<file path="src/point_charge_field_magnitude_defines.svh">
// ----------------------------------------------------------------------------
// point charge field magnitude: assertion macros
// Shared concurrent assertion forms, clocked on clk and disabled in reset.
// ----------------------------------------------------------------------------
`ifndef POINT_CHARGE_FIELD_MAGNITUDE_DEFINES_SVH
`define POINT_CHARGE_FIELD_MAGNITUDE_DEFINES_SVH

// same-cycle implication
`define PCFM_ASSERT_IMPL(name, ante, cons) \
	name: assert property (@(posedge clk) disable iff (!arst_n) (ante) |-> (cons)) \
		else $error("pcfm assertion failed");

// next-cycle implication
`define PCFM_ASSERT_NEXT(name, ante, cons) \
	name: assert property (@(posedge clk) disable iff (!arst_n) (ante) |=> (cons)) \
		else $error("pcfm assertion failed");

`endif

</file>
<file path="src/pcfm_pkg.sv">
// ----------------------------------------------------------------------------
// pcfm_pkg
// Types, widths and constants of the point charge field magnitude block.
// ----------------------------------------------------------------------------
`default_nettype none

package pcfm_pkg;

	localparam int MAX_CHARGES = 16;
	localparam int SLOT_W      = $clog2(MAX_CHARGES);
	localparam int CNT_W       = 5;
	localparam int INDEX_BITS  = 12;
	localparam int COORD_W     = 24;
	localparam int CFG_W       = 24;
	localparam int SPACING_W   = 23;
	localparam int PROD_W      = INDEX_BITS + SPACING_W;
	localparam int PX_W        = PROD_W + 2;
	localparam int DX_W        = PX_W + 1;
	localparam int R2_W        = 2 * DX_W + 1;
	localparam int S_W         = 55;
	localparam int F_W         = 44;
	localparam int FQ_W        = F_W + COORD_W;
	localparam int WIDE_W      = 128;
	localparam int TERM_W      = 54;
	localparam int FIELD_W     = 60;
	localparam int MAG_W       = 48;
	localparam int ITER_W      = 7;

	// coulomb scale: round(k * 1e-9 * 2^40) for q in nC and Q12.12 distances
	localparam logic [WIDE_W-1:0] F_NUM =
		(128'd89875517879979 << 40) + 128'd5000000000000;
	localparam logic [WIDE_W-1:0] F_WIDE  = F_NUM / 128'd10000000000000;
	localparam logic [F_W-1:0]    F_SCALE = F_WIDE[F_W-1:0];

	localparam logic [TERM_W-1:0] TERM_CAP = '1;
	localparam logic [MAG_W-1:0]  MAG_CAP  = '1;

	typedef enum logic [1:0] {
		KIND_LOAD  = 2'd0,
		KIND_EVAL  = 2'd1,
		KIND_CLEAR = 2'd2,
		KIND_NOP   = 2'd3
	} kind_t;

	typedef enum logic [1:0] {
		REG_ORIGIN_X = 2'd0,
		REG_ORIGIN_Y = 2'd1,
		REG_SPACING  = 2'd2,
		REG_COUNT    = 2'd3
	} reg_idx_t;

	typedef enum logic [1:0] {
		ARITH_MUL,
		ARITH_DIV,
		ARITH_SQRT
	} arith_op_t;

	typedef enum logic [4:0] {
		ST_IDLE,
		ST_POS,
		ST_CHECK,
		ST_FETCH,
		ST_DIFF,
		ST_TEST,
		ST_SQX,
		ST_SQY,
		ST_ROOT,
		ST_FQ,
		ST_NUMX,
		ST_DIVAX,
		ST_DIVBX,
		ST_NUMY,
		ST_DIVAY,
		ST_DIVBY,
		ST_NEXT,
		ST_MAGX,
		ST_MAGY,
		ST_MAGR,
		ST_DONE
	} step_t;

	typedef struct packed {
		step_t step;
		logic  ready;
		logic  load;
		logic  clear;
		logic  start;
		logic  launch;
		logic  capture;
		logic  emit;
	} dp_cmd_t;

	typedef struct packed {
		logic  in_valid;
		kind_t in_kind;
		logic  arith_done;
		logic  hit;
		logic  last;
		logic  out_free;
	} dp_stat_t;

endpackage

`default_nettype wire

</file>
<file path="src/pcfm_ctrl.sv">
// ----------------------------------------------------------------------------
// pcfm_ctrl
// Sequencer: walks the charge table and steps the shared arithmetic unit.
// ----------------------------------------------------------------------------
`default_nettype none

module pcfm_ctrl (
	input  wire                 clk,
	input  wire                 arst_n,
	input  pcfm_pkg::dp_stat_t  stat,
	output pcfm_pkg::dp_cmd_t   cmd
);
	import pcfm_pkg::*;

	step_t state_q, state_d;
	logic  run_q;
	logic  is_arith, accept;

	always_comb begin
		unique case (state_q)
			ST_SQX, ST_SQY, ST_ROOT, ST_FQ, ST_NUMX, ST_DIVAX, ST_DIVBX,
			ST_NUMY, ST_DIVAY, ST_DIVBY, ST_MAGX, ST_MAGY, ST_MAGR: is_arith = 1'b1;
			default: is_arith = 1'b0;
		endcase
	end

	// next state
	always_comb begin
		state_d = state_q;
		unique case (state_q)
			ST_IDLE: begin
				if (stat.in_valid && (stat.in_kind == KIND_EVAL)) state_d = ST_POS;
			end
			ST_POS:   state_d = ST_CHECK;
			ST_CHECK: state_d = stat.last ? ST_MAGX : ST_FETCH;
			ST_FETCH: state_d = ST_DIFF;
			ST_DIFF:  state_d = ST_TEST;
			ST_TEST:  state_d = stat.hit ? ST_DONE : ST_SQX;
			ST_SQX:   if (stat.arith_done) state_d = ST_SQY;
			ST_SQY:   if (stat.arith_done) state_d = ST_ROOT;
			ST_ROOT:  if (stat.arith_done) state_d = ST_FQ;
			ST_FQ:    if (stat.arith_done) state_d = ST_NUMX;
			ST_NUMX:  if (stat.arith_done) state_d = ST_DIVAX;
			ST_DIVAX: if (stat.arith_done) state_d = ST_DIVBX;
			ST_DIVBX: if (stat.arith_done) state_d = ST_NUMY;
			ST_NUMY:  if (stat.arith_done) state_d = ST_DIVAY;
			ST_DIVAY: if (stat.arith_done) state_d = ST_DIVBY;
			ST_DIVBY: if (stat.arith_done) state_d = ST_NEXT;
			ST_NEXT:  state_d = ST_CHECK;
			ST_MAGX:  if (stat.arith_done) state_d = ST_MAGY;
			ST_MAGY:  if (stat.arith_done) state_d = ST_MAGR;
			ST_MAGR:  if (stat.arith_done) state_d = ST_DONE;
			ST_DONE:  if (stat.out_free) state_d = ST_IDLE;
			default:  state_d = ST_IDLE;
		endcase
	end

	// commands
	always_comb begin
		accept      = (state_q == ST_IDLE) && stat.in_valid;
		cmd.step    = state_q;
		cmd.ready   = state_q == ST_IDLE;
		cmd.load    = accept && (stat.in_kind == KIND_LOAD);
		cmd.clear   = accept && (stat.in_kind == KIND_CLEAR);
		cmd.start   = accept && (stat.in_kind == KIND_EVAL);
		cmd.launch  = is_arith && !run_q;
		cmd.capture = is_arith && stat.arith_done;
		cmd.emit    = (state_q == ST_DONE) && stat.out_free;
	end

	always_ff @(posedge clk or negedge arst_n) begin
		if (!arst_n) begin
			state_q <= ST_IDLE;
			run_q   <= 1'b0;
		end else begin
			state_q <= state_d;
			if (is_arith && !run_q) begin
				run_q <= 1'b1;
			end else if (stat.arith_done) begin
				run_q <= 1'b0;
			end
		end
	end

endmodule

`default_nettype wire

</file>
<file path="config.mk">
export PLATFORM = sky130hd
export DESIGN_NAME = pcfm_ctrl
export DESIGN_NICKNAME = d
export VERILOG_FILES = /design/src/point_charge_field_magnitude_defines.svh /design/src/pcfm_pkg.sv /design/src/pcfm_ctrl.sv
export SDC_FILE = /design/constraint.sdc
export NUM_CORES = 1
export LEC_CHECK = 0
export ABC_AREA = 0
export BUFFER_PORTS_ARGS = -buffer_cell sky130_fd_sc_hd__buf_4
export CAP_MARGIN = 20
export CORE_AREA = 2 2 39 41
export DETAILED_ROUTE_END_ITERATION = 8
export DIE_AREA = 0 0 41 43
export PLACE_DENSITY = 0.66
export SYNTH_ARGS = -nofsm -noshare
export SYNTH_HDL_FRONTEND = slang
export SYNTH_SLANG_ARGS = --single-unit
</file>
<file path="constraint.sdc">
create_clock -name clk -period 5.51 [get_ports clk]
set_input_delay 0.2755 -clock clk [delete_from_list [all_inputs] [get_ports clk]]
set_output_delay 0.2755 -clock clk [all_outputs]
set_load 0.01 [all_outputs]
</file>
# After elaboration in Yosys (flattened, before gate mapping)
# Memory sizes are Yosys's and may differ from the RTL's.
# Cells that the tools add are included.
classes:
  add_sub_neg: 0
  n_mul: 0
  div: 0
  order_cmp: 0
  n_eq_ne: 37
  shift: 0
  mux: 20
  n_bitwise: 0
  reduce_logical: 14
ops:
  columns: ["op", "count"]
  rows:
  - ["$pmux 5 s20", 1]
  - ["$mux 5", 17]
  - ["$eq 5x4->1 const B", 8]
  - ["$ne 2x2->1 const B", 14]
  - ["$eq 5x5->1 const B", 5]
  - ["$eq 5x3->1 const B", 4]
  - ["$reduce_and 15->1", 1]
  - ["$eq 5x2->1 const B", 2]
  - ["$logic_and 1x1->1", 8]
  - ["$eq 5x1->1 const B", 1]
  - ["$logic_not 5->1", 1]
  - ["$eq 2x1->1 const B", 1]
  - ["$eq 2x2->1 const B", 1]
  - ["$logic_not 2->1", 1]
  - ["$mux 1", 2]
  - ["$ne 2x1->1 const B", 1]
  - ["$reduce_bool 2->1", 1]
  - ["$reduce_or 2->1", 1]
  - ["$logic_not 1->1", 1]
word_totals:
  ff_bits: 6
  latchBits: 0
  ram_bits: 0
  mem_bits_ro: 32
  inputBits: 9
  output_inout_bits: 12
  wordCells: 74
  memories: 1
memory_table:
  columns: ["memory", "words", "width", "read_ports", "rd_clocked_by_memory_dff", "wr", "line", "rtl"]
  rows:
  - ["(name not given)", 32, 1, 1, 0, 0, "pcfm_ctrl.sv:20", "unique case (state_q)"]

# Logic depth before layout (Yosys ltp)
logic_depth:
  depth_word: 4
  mapped_depth: 6
  depth_no_buf: 5

# Worst setup path before layout
# No wires, ideal clock.
synth_timing:
  path_kind: "register -> output"
  from: "register state_q[3]"
  to: "output cmd[5] (netlist name)"
  t_arrival_ns: 1.788
  required_time_ns: 5.234
  slack_ns: 3.447
  path_stages_with_launch: 6
  path_cell_list: "dfrtp_1 buf_6 or2_4 nor4_2 inv_1 nor4b_1"
synth_rtl:
  columns: ["item", "line", "rtl"]
  rows:
  - ["start: declaration", "pcfm_ctrl.sv:15", "step_t state_q, state_d;"]
  - ["start signal: assignment", "pcfm_ctrl.sv:76", "state_q <= state_d;"]
  - ["end: declaration", "pcfm_ctrl.sv:11", "output pcfm_pkg::dp_cmd_t cmd"]

==> metrics.txt <==
post-synthesis register bit count 6; Post-CTS Hold Buffers 1; final period demand of the worst path 2.24 ns; number of placed I/O pins 21; post-DR wirelength/cell 12.4 um; global-route usage over all layers between 10% and 20%; clock slew seen by the registers of the worst setup and hold paths 0.05 ns; Die X 41 um; die height 43 um; Met3 Wirelength between 100 and 150 um; Vias/cell 5.53; drc violations 0; dpl ws 3.53 ns; Layout Cells excl Fill 96; overflow left after global routing 0; Hold Crit Endpoint state_q[1]; first-pass GRT wire length a little under 2000 um; destination of the worst register-to-register timing path state_q[4]; number of pins exceeding their max-slew limit in the final report 0; worst hold path class in -> reg; fraction of final layout cells sized beyond drive strength 1 36.3%; final number of hold-violating endpoints 0; Max-cap violations 0; data required time of the worst path 5.23 ns; average size of a mapped cell 8.35 um2; standard-cell rows 14; core footprint 0.00138 mm2; peak ir drop on the vdd network 0.223 mV; pin slew with the least headroom to its limit 0.465 ns; largest net degree at the start of global routing 17; startpoint type of the worst setup path flip-flop; total clock buffers created by CTS 3; RSZ-0062 raised after global routing no; hold_sp stat[2]; min setup slack post-route ~3.3 ns; number of placed instances, taps included between 90 and 100; endpoints failing setup 0; result of the run finished, final reports clean; clk_lat worst skew 0.25 ns; number of warnings reported in the yosys synthesis log 0; met2 WL post-DR 510 um; worst-path maximum fanout 12; cell depth of the worst flop-to-flop path 5; Port Buffer Count 20; final setup skew 0.00460 ns; Resized Gates After CTS 0; count of inserted antenna diode cells 0; post-synthesis cell area 509 um2; via count of the first global-routing pass 485; worst-case clock buffer depth 2; clk root buf clkbuf_4; power per unit of standard cell area 512 mW/mm2; layout overhead on the synthesized area 34.4%; buffer count from post-CTS setup fixing 0; hold-critical path depth 3; total of fill cells in the finished design 140; setup slack, reg-to-reg 3.60 ns; via count 531; number of iterations in the first detailed-routing pass 4; origin of the critical flop-to-flop path state_q[2]; violation count after the first detailed-routing iteration 30; Total Negative Setup Slacks 0 ns; class of the most critical setup path reg -> out; initial cell density of the core 36.8%; Post-Route WL about 1200 um; initial antenna violation count 0; DP HPWL 887 um; Max Clk Rate 446 MHz; sequential element share of the synthesized area 29.5%; placer's final routability congestion estimate 0.851; # clock sinks 6; final core area utilization 49.5%; clock tree from TritonCTS done; remaining number of nets flagged by the antenna check after routing 0; max_slew headroom 69.0%; distinct cell type count after synthesis 33; Leak Pwr 0.312 nW; # H-tree levels 1; final cycle utilization of the critical path 40.7%; wire length on met1 527 um; DIE AREA 0.00176 mm2; arrival time of the worst setup path 1.97 ns; net count reported at finish 91; net count after synthesis 70; type of destination of the critical path primary output; cell count after synthesis 61; Top Layer Used met4
==> synth_stat cells (all sizes together) <==
library cell  n  area [um2]
nor2          7        26.3
a21oi         6        33.8
dfrtp         6         150
inv           4        15.0
nand2         4        15.0
clkbuf        3        11.3
nor3          3        15.0
a21o          2        15.0
buf           2        16.3
nand3         2        10.0
o21ai         2        10.0
o32ai         2        36.3
or2           2        15.0
a2111oi       1        8.76
a211o         1        8.76
a211oi        1        7.51
a221oi        1        8.76
a22oi         1        7.51
a31oi         1        6.26
and3b         1        8.76
and4b         1        10.0
mux2          1        15.0
nand3b        1        7.51
nor2b         1        6.26
nor3b         1        7.51
nor4          1        12.5
nor4b         1        8.76
o21a          1        7.51
o2bb2ai       1        8.76
==> power by group <==
part / switching (mW) / internal [mW]
sequential: 0.0501 / 0.0648
combinational: 0.0917 / 0.102
clock: 0.0168 / 0.0247
==> state kept, by name, indices dropped and copies added, names as in the netlist <==
name and cells:
state_q 5, run_q 1
==> worst max-delay path by stage <==
stage / from / end / slack (ns) / cells past startpoint
4_1_cts: state_q[3] / cmd[5] / 3.24 / 5
3_3_place_gp: state_q[2] / cmd[5] / 3.60 / 5
6_report: state_q[2] / cmd[5] / 3.27 / 5
3_5_place_dp: state_q[2] / cmd[5] / 3.53 / 5
2_1_floorplan: state_q[3] / cmd[5] / 3.45 / 5
5_1_grt: state_q[2] / cmd[5] / 3.11 / 5
==> through the flow <==
| stage | cell area, um2 | hold WS [ns] | power (mW) |
|---|---|---|---|
| floorplan | 509 | -0.0201 | 0.250 |
| global placement | 652 | 0.0861 | 0.309 |
| detailed placement | 652 | 0.0849 | 0.308 |
| CTS | 684 | 0.359 | 0.351 |
| global route | 684 | 0.368 | 0.385 |
| finish | 684 | 0.360 | 0.350 |
==> cells by family after synthesis <==
family	after synthesis	synth area share (%)
and+or+nand+nor	25	28.0
AOI/OAI and AO/OA	20	31.2
buffers and inverters	9	8.35
DFF	6	29.5
muxes	1	2.95
==> final cells by class <==
class                   instances  area [um2]  share of cell area (%)
clock buffers                   3        22.5                    3.29
multi-input cells              46         317                    46.3
inverters                       4        15.0                    2.19
repair buffers                 21         160                    23.4
well taps                      16        20.0                    2.93
flip-flops and latches          6         150                    21.9
==> metal layers <==
metal / track usage (%) / vias up
met3: 6.28 / 4
met5: 0 / -
met4: 10.7 / 0
li1: - / 262
met2: 22.8 / 32
met1: 20.5 / 233
==> critical path, stage by stage (launching register included) <==
cell and delay [ns]:
dfrtp_1 0.49, or2_4 0.31, nor4_2 0.30, inv_1 0.11, nor4b_1 0.33, buf_4 0.18
==> placed cells by master, fill, tap and decap left out, types with 2 or more instances in the layout <==
cell / instances
buf_4: 20
nor2_1: 7
dfrtp_1: 6
a21oi_1: 5
inv_1: 4
nand2_1: 4
nor3_1: 3
clkbuf_4: 3
nand3_1: 2
a21o_1: 2
o21ai_0: 2
(Power assumes the default switching activity.)
